--- src/sv/shortest_path_matrix_unit_defines.svh ---
// Assertion macros shared by the shortest path matrix unit RTL.
// Depends on nothing; the asserting modules name their clock clk_i and reset rst_ni.
`ifndef SHORTEST_PATH_MATRIX_UNIT_DEFINES_SVH
`define SHORTEST_PATH_MATRIX_UNIT_DEFINES_SVH
`ifndef SYNTHESIS
`define SPM_ASSERT(lbl, prop, msg) \
  lbl: assert property (@(posedge clk_i) disable iff (!rst_ni) prop) else $error(msg);
`define SPM_NEVER(lbl, expr, msg) \
  lbl: assert property (@(posedge clk_i) disable iff (!rst_ni) !(expr)) else $error(msg);
`else
`define SPM_ASSERT(lbl, prop, msg)
`define SPM_NEVER(lbl, expr, msg)
`endif
`endif

--- src/sv/spm_pkg.sv ---
// Shared types, constants and helpers of the shortest path matrix unit.
// Used by the controller, the datapath, the edge memory and the top level.
`default_nettype none
package spm_pkg;

  localparam int unsigned MAX_NODES = 16;
  localparam int unsigned NODE_W    = 4;
  localparam int unsigned COUNT_W   = 5;
  localparam int unsigned DIST_W    = 24;
  localparam int unsigned PRED_W    = 5;
  localparam int unsigned ADDR_W    = 2 * NODE_W;

  localparam logic [DIST_W-1:0]  DIST_INF   = {DIST_W{1'b1}};
  localparam logic [PRED_W-1:0]  NO_PRED    = 5'h10;
  localparam logic [COUNT_W-1:0] NODE_COUNT_RESET = 5'd16;

  localparam logic FUNC_WRITE = 1'b0;
  localparam logic FUNC_RUN   = 1'b1;

  typedef enum logic [2:0] {
    ST_IDLE,
    ST_INIT,
    ST_RELAX,
    ST_DRAIN,
    ST_PICK,
    ST_EMPTY,
    ST_EMIT
  } spm_state_e;

  typedef struct packed {
    logic              wr_edge;
    logic              capture;
    logic              init;
    logic              issue;
    logic [NODE_W-1:0] idx;
    logic              settle;
    logic              walk_init;
    logic              emit;
    logic              emit_empty;
  } spm_cmd_t;

  typedef struct packed {
    logic range_ok;
    logic best_vld;
    logic walk_last;
    logic out_free;
  } spm_stat_t;

  // Zero counts as one node and anything above the matrix size as the full matrix.
  function automatic logic [COUNT_W-1:0] nodes_in_use(input logic [COUNT_W-1:0] nc);
    logic [COUNT_W-1:0] n;
    n = nc;
    if (nc == '0) begin
      n = COUNT_W'(1);
    end else if (nc > COUNT_W'(MAX_NODES)) begin
      n = COUNT_W'(MAX_NODES);
    end
    return n;
  endfunction

endpackage
`default_nettype wire

--- src/sv/spm_ctrl.sv ---
// Sequencer of the shortest path matrix unit: accepts beats, steps relax passes,
// picks the next node and walks the path out. Uses spm_pkg and the assertion macros.
`default_nettype none
`include "shortest_path_matrix_unit_defines.svh"
module spm_ctrl
  import spm_pkg::*;
(
  input  wire logic               clk_i,
  input  wire logic               rst_ni,
  input  wire logic               in_valid_i,
  output logic                    in_ready_o,
  input  wire logic               func_i,
  input  wire logic [COUNT_W-1:0] node_count_i,
  input  wire spm_stat_t          stat_i,
  output spm_cmd_t                cmd_o
);

  spm_state_e          state_q, state_d;
  logic [NODE_W-1:0]   idx_q, idx_d;
  logic [COUNT_W-1:0]  n_in_use;
  logic [COUNT_W-1:0]  last_idx;

  assign n_in_use = nodes_in_use(node_count_i);
  assign last_idx = n_in_use - COUNT_W'(1);

  always_ff @(posedge clk_i or negedge rst_ni) begin
    if (!rst_ni) begin
      state_q <= ST_IDLE;
      idx_q   <= '0;
    end else begin
      state_q <= state_d;
      idx_q   <= idx_d;
    end
  end

  always_comb begin
    state_d    = state_q;
    idx_d      = idx_q;
    cmd_o      = '0;
    cmd_o.idx  = idx_q;
    in_ready_o = 1'b0;
    case (state_q)
      ST_IDLE: begin
        in_ready_o = 1'b1;
        if (in_valid_i) begin
          if (func_i == FUNC_WRITE) begin
            cmd_o.wr_edge = 1'b1;
          end else begin
            cmd_o.capture = 1'b1;
            state_d       = ST_INIT;
          end
        end
      end
      ST_INIT: begin
        if (stat_i.range_ok) begin
          cmd_o.init = 1'b1;
          idx_d      = '0;
          state_d    = ST_RELAX;
        end else begin
          state_d = ST_EMPTY;
        end
      end
      ST_RELAX: begin
        cmd_o.issue = 1'b1;
        if (COUNT_W'(idx_q) == last_idx) begin
          state_d = ST_DRAIN;
        end else begin
          idx_d = idx_q + 1'b1;
        end
      end
      ST_DRAIN: begin
        // The last neighbor of the pass is compared in this cycle.
        state_d = ST_PICK;
      end
      ST_PICK: begin
        if (stat_i.best_vld) begin
          cmd_o.settle = 1'b1;
          idx_d        = '0;
          state_d      = ST_RELAX;
        end else begin
          cmd_o.walk_init = 1'b1;
          state_d         = ST_EMIT;
        end
      end
      ST_EMPTY: begin
        if (stat_i.out_free) begin
          cmd_o.emit_empty = 1'b1;
          state_d          = ST_IDLE;
        end
      end
      ST_EMIT: begin
        if (stat_i.out_free) begin
          cmd_o.emit = 1'b1;
          if (stat_i.walk_last) begin
            state_d = ST_IDLE;
          end
        end
      end
      default: begin
        state_d = ST_IDLE;
      end
    endcase
  end

  `SPM_NEVER(a_idx_in_range, cmd_o.issue && (COUNT_W'(cmd_o.idx) >= n_in_use), "relax index beyond node count")

endmodule
`default_nettype wire

--- config.mk ---
export PLATFORM = sky130hd
export DESIGN_NAME = spm_ctrl
export DESIGN_NICKNAME = d
export VERILOG_FILES = /design/src/sv/spm_pkg.sv /design/src/sv/spm_ctrl.sv
export VERILOG_INCLUDE_DIRS = /design/src /design/src/sv
export SDC_FILE = /design/constraint.sdc
export NUM_CORES = 1
export LEC_CHECK = 0
export BUFFER_PORTS_ARGS = -buffer_cell sky130_fd_sc_hd__buf_2
export CORE_UTILIZATION = 30
export CTS_CLUSTER_DIAMETER = 40
export CTS_CLUSTER_SIZE = 8
export DETAILED_ROUTE_END_ITERATION = 12
export HOLD_SLACK_MARGIN = 0.03
export PLACE_DENSITY = 0.57
export SLEW_MARGIN = 5
export SYNTH_ARGS = -nofsm -noshare
export SYNTH_HDL_FRONTEND = slang
export SYNTH_SLANG_ARGS = --single-unit
--- constraint.sdc ---
create_clock -name clk_i -period 2 [get_ports clk_i]
set_input_delay 0.2 -clock clk_i [delete_from_list [all_inputs] [get_ports clk_i]]
set_output_delay 0.2 -clock clk_i [all_outputs]
set_load 0.01 [all_outputs]
==> results of run 1 <==
==> registers in the layout, indices dropped and copies added (netlist names) <==
name and flops:
idx_q 4, state_q 3
==> final timing paths <==
kind	startpoint	slack [ns]	to
max	node_count_i[4]	-0.13	idx_q[0]
min	stat_i[2]	0.29	state_q[2]
max reg2reg	idx_q[2]	0.29	idx_q[0]
min reg2reg	idx_q[1]	0.61	idx_q[1]
max in group asynchronous	rst_ni	1.53	state_q[2]
min in group asynchronous	rst_ni	0.32	state_q[1]
==> repair_timing <==
action	in CTS	in global routing
resized for setup	1	6
hold buffers	1	0
endpoints found under the setup margin	4	5
endpoints found under the hold margin	7	0
buffers inserted	1	4
pin swaps	2	6
==> Yosys cell counts (2+ instances only) <==
cell / number / area share (%)
dfrtp_1: 7 / 28
a21oi_1: 6 / 4.8
o211ai_1: 3 / 3.6
nand3_1: 2 / 1.6
nand2_1: 10 / 6.0
nor2_1: 7 / 4.2
a21o_1: 2 / 2.4
o21ai_1: 3 / 2.4
nand2b_1: 4 / 4.0
and3_1: 2 / 2.0
xnor2_1: 2 / 2.8
a2111o_1: 2 / 3.6
ha_1: 2 / 4.0
nand3b_1: 2 / 2.4
inv_1: 4 / 2.4
==> layout make-up <==
| cell class | count | area [sq um] |
|---|---|---|
| tap | 27 | 33.8 |
| sequential | 7 | 175 |
| timing repair buffer | 38 | 245 |
| inverter | 5 | 18.8 |
| fill | 199 | 996 |
| multi-input combinational | 64 | 467 |
| clock buffer | 4 | 26.3 |
==> through the flow <==
step | instances | hold WS (ns) | power [uW] | setup TNS (ns) | util, %
3_5_place_dp | 135 | 0.0419 | 929 | -1.39 | 43.5
5_1_grt | 145 | 0.299 | 1230 | -0.610 | 49.2
2_1_floorplan | 77 | -0.0956 | 736 | -0.379 | -
6_report | 145 | 0.291 | 1120 | -0.260 | 49.2
3_3_place_gp | 135 | 0.0404 | 916 | -1.24 | 43.5
4_1_cts | 141 | 0.286 | 1070 | -0.142 | 46.0
==> layer usage <==
layer | share of wire [%] | up-vias | wire, microns | GRT usage, %
li1 | - | 360 | - | -
met1 | 48 | 332 | 762 | 21.3
met2 | 47 | 14 | 755 | 22.2
met3 | 4.4 | 2 | 71 | 6.04
met4 | 0.75 | 0 | 12 | 5.00
met5 | 0 | - | 0 | 0
==> cell usage in the layout, fill, tap and decap left out, types with 3 or more instances in the layout <==
cell type	instances
buf_6	4
o21ai_1	3
buf_4	10
inv_1	4
buf_2	23
clkbuf_4	3
dfrtp_1	7
o211ai_1	3
nor2_1	7
nand2_1	10
nand2b_1	4
a21oi_1	5
xnor2_2	3
==> where the power goes <==
part / total, uW / internal (uW) / switching (uW)
combinational: 663 / 322 / 341
clock: 127 / 76.0 / 50.7
sequential: 331 / 206 / 124
total: 1120 / 604 / 517
==> worst max-delay path, stage by stage <==
cell,delay (ns)
buf_6,0.09
or4_4,0.53
and2_4,0.16
ha_4,0.25
xor2_1,0.14
o211ai_1,0.15
a211oi_4,0.25
buf_4,0.17
a21oi_2,0.05
mux2_2,0.27
==> logic make-up (layout without fill, tap and decap cells) <==
| kind of cell | after synthesis | after routing | synth area share (%) |
|---|---|---|---|
| flops | 7 | 7 | 27.8 |
| buf+inv | 6 | 47 | 3.57 |
| fa+ha+maj | 2 | 2 | 3.97 |
| mux | 1 | 1 | 1.79 |
| xor+xnor | 4 | 4 | 6.75 |
| compound gates | 23 | 23 | 27.6 |
| simple gates | 34 | 34 | 28.6 |
==> qor.txt, run 1 <==
max-cap violations: 0
mapped cell area: 631 sq um
Slew HR: 74.1%
final worst path period share: 106%
Iter 0 DRT Violations: 13
Die W: 47.8 microns
DP HPWL: 1210 microns
CTS max path bufs: 2
CTS clk-pin slew, worst paths: 0.05 ns
Startpoint Class: primary input
Seq/Total Area, Yosys: 27.8%
CP max FO: 3
EDFF count, synth: 0
Fin. Hold Viols: 0
worst-skew pair later-pin latency: 0.25 ns
Yosys warnings: 0
failing checks: negative setup slack
GPL Wtd Cong: 0.779
Worst Path Required: 2.13 ns
final WL: 1600 microns
largest net degree at the start of global routing: 13
htree depth: 1
site row count: 16
core area: 1960 sq um
I/O pin cnt: 26
Post-Syn Area per Cell: 8.19 sq um
CP Class: primary input to register
library cells used by synthesis: 34
initial antenna violation count: 0
drt drc: 0
Worst R2R Path Depth: 6
TritonCTS clock tree: done
maximum vdd drop: 0.549 mV
syn nets: 92
clk root buf: clkbuf_4
WL/cell: 11.0 microns
Die ar.: 2290 sq um
vias in the first global route: 588
PwrDens: 1160 nW/um^2
hold path cells: 3
CP Data Arrival Time: 2.26 ns
main flop type after synthesis: dfrtp_1
vias: 708
fin. max-slew vios: 0
Pleak: 0.000473 uW
Antenna diodes: 0
chip height: 47.8 microns
skew final: 0.00183 ns
I/O Buffers: 25
Seq cells post-synth: 7
Post-Synthesis Cells: 77
Antenna Violating Nets Remaining: 0
Post-synth ARST share: 100%
CTS Buf Count: 3
post-layout min period: 2.13 ns
CP Capture Type: register
synthesis-to-finish area growth: 53.2%
layout cell share with drive strength beyond 1: 43.2%
final setup vio count: 5
iteration count of the initial detailed-routing pass: 4
GRT Total Usage: 15.5%
status: finished, violations left
Fmax: 470 MHz
placed inst area: 853 sq um
grt total ovfl: 0
worst slack at placement: -0.361 ns
first-pass GRT wire length: 2450 microns
final worst slack: -0.128 ns
design area: 966 sq um
Post-layout nets: 134
Slew @ Worst Pin: 0.386 ns
hold crit path type: primary input to register
Via density: 4.88
RSZ-0062 raised after global routing: yes
Initial Util: 32.1%
clock sinks: 7
No activity file was read; power rests on OpenSTA's default activity.
==> run 2: changes to the inputs <==
--- a/config.mk
+++ b/config.mk
@@ -12,6 +12,7 @@
 export CTS_CLUSTER_SIZE = 8
 export DETAILED_ROUTE_END_ITERATION = 12
 export HOLD_SLACK_MARGIN = 0.03
+export MAX_ROUTING_LAYER = met4
 export PLACE_DENSITY = 0.57
 export SLEW_MARGIN = 5
 export SYNTH_ARGS = -nofsm -noshare
==> qor.txt, run 2 (synthesis gave the netlist of run 1 again) <==
most common cell after layout, fill and taps aside: buf_2
Crit. path cell count: 10 (unchanged)
max-cap violations: 0 (unchanged)
layout cell share with drive strength beyond 1: 43.2% (unchanged)
Worst Path Required: 2.13 ns (about the same)
CP Capture Type: register
final WL: 1590 microns (-0.50%)
Die W: 47.8 microns (unchanged)
PwrDens: 1160 nW/um^2 (-0.21%)
Fin Setup TNS: -0.260 ns (-0.000116 ns)
drt drc: 0 (unchanged)
CP max-delay cell: or4_4
core area: 1960 sq um (unchanged)
Initial Util: 32.1% (unchanged)
GPL Wtd Cong: 0.790 (+1.4%)
Slew HR: 74.6% (+0.44 points)
most frequent cells in the layout: 23 x buf_2, 10 x nand2_1, 10 x buf_4, 7 x nor2_1, 7 x dfrtp_1
vias in the first global route: 588 (unchanged)
skew final: 0.00185 ns (+0.0000201 ns)
vias: 704 (-0.56%)
Fin. Hold Viols: 0 (unchanged)
CP max FO: 3 (unchanged)
Fmax: 470 MHz (about the same)
Largest register FFs: 4 (unchanged)
GRT Total Usage: 16.0% (+0.49 points)
DP HPWL: 1210 microns (unchanged)
worst-skew pair later-pin latency: 0.25 ns (about the same)
post-layout min period: 2.13 ns (-0.000701 ns)
crit path buf inv count: 2 (unchanged)
placed inst area: 853 sq um (unchanged)
TritonCTS clock tree: done
final worst path period share: 106% (about the same)
RSZ-0062 raised after global routing: yes
largest net degree at the start of global routing: 13 (unchanged)
site row count: 16 (unchanged)
worst path cell trace: buf_6 -> or4_4 -> and2_4 -> ha_4 -> xor2_1 -> o211ai_1 -> a211oi_4 -> buf_4 -> a21oi_2 -> mux2_2
I/O Buffers: 25 (unchanged)
WL/cell: 11.0 microns (-0.50%)
failing checks: negative setup slack
design area: 966 sq um (unchanged)
CTS max path bufs: 2 (unchanged)
clk root buf: clkbuf_4
chip height: 47.8 microns (unchanged)
Top Registers: idx_q (4), state_q (3)
fin. max-slew vios: 0 (unchanged)
CP Class: primary input to register
Total Power: 1120 uW (-0.21%)
Pleak: 0.000473 uW (unchanged)
Antenna diodes: 0 (unchanged)
Startpoint Class: primary input
grt total ovfl: 0 (unchanged)
CTS clk-pin slew, worst paths: 0.05 ns (about the same)
first-pass GRT wire length: 2440 microns (-0.29%)
maximum vdd drop: 0.548 mV (about the same)
status: finished, violations left
Iter 0 DRT Violations: 13 (unchanged)
hold path cells: 3 (unchanged)
Post-layout nets: 134 (unchanged)
Antenna Violating Nets Remaining: 0 (unchanged)
Slew @ Worst Pin: 0.379 ns (-0.00658 ns)
htree depth: 1 (unchanged)
clock sinks: 7 (unchanged)
CP Data Arrival Time: 2.26 ns (about the same)
CTS Buf Count: 3 (unchanged)
slowest stage delay, CP: 0.53 ns (about the same)
synthesis-to-finish area growth: 53.2% (unchanged)
Worst R2R Path Depth: 6 (unchanged)
final worst slack: -0.127 ns (+0.000701 ns)
iteration count of the initial detailed-routing pass: 4 (unchanged)
hold crit path type: primary input to register
Top reg by flops: idx_q
Die ar.: 2290 sq um (unchanged)
Via density: 4.86 (-0.56%)
initial antenna violation count: 0 (unchanged)
final setup vio count: 5 (unchanged)
Layout Utilization: 49.2% (unchanged)
I/O pin cnt: 26 (unchanged)
CP delay by family, top: simple AND/OR/NAND/NOR gates
## run 2: layout make-up
| class | count | area, sq um |
|---|---|---|
| fill | 199 | 996 |
| tap | 27 | 33.8 |
| clock buffer | 4 | 26.3 |
| inverter | 5 | 18.8 |
| sequential | 7 | 175 |
| timing repair buffer | 38 | 245 |
| multi-input combinational | 64 | 467 |
## run 2: stage by stage
step	hold slack, ns	setup WS, ns	cells
CTS	0.286	-0.0888	141
global placement	0.0404	-0.296	135
floorplan	-0.0956	-0.136	77
global route	0.299	-0.196	145
detailed placement	0.0419	-0.361	135
finish	0.291	-0.127	145
## run 2: final timing paths
path / startpoint / end / slack [ns]
worst max-delay path: node_count_i[4] / idx_q[0] / -0.13
worst min-delay path: stat_i[2] / state_q[2] / 0.29
worst max register to register: idx_q[2] / idx_q[0] / 0.30
worst min register to register: idx_q[1] / idx_q[1] / 0.61
max in group asynchronous: rst_ni / state_q[2] / 1.53
min in group asynchronous: rst_ni / state_q[1] / 0.32
## run 2: tightest hold or removal path: stages
cell      delay [ns]
buf_2           0.08
nor2_1          0.05
nand3b_1        0.16
## run 2: timing repair
action / 4_1_cts / 5_1_grt
hold buffers: 1 / 0
hold endpoints to repair: 7 / 0
setup endpoints to repair: 4 / 5
buffers inserted: 1 / 4
pin swaps: 2 / 6
gates resized for setup: 1 / 6
## run 2: routing by layer
metal  track usage [%]  vias to the layer above  share of wire [%]
met5                 -                        -                  0
met4              5.00                        0               0.69
met3              6.04                        2                4.3
met2              22.2                       12                 48
met1              21.3                      330                 47
li1                  -                      360                  -
## run 2: power breakdown
group | internal (uW) | switching (uW)
clock network | 76.0 | 50.6
registers | 206 | 123
logic | 322 | 341
total | 604 | 514
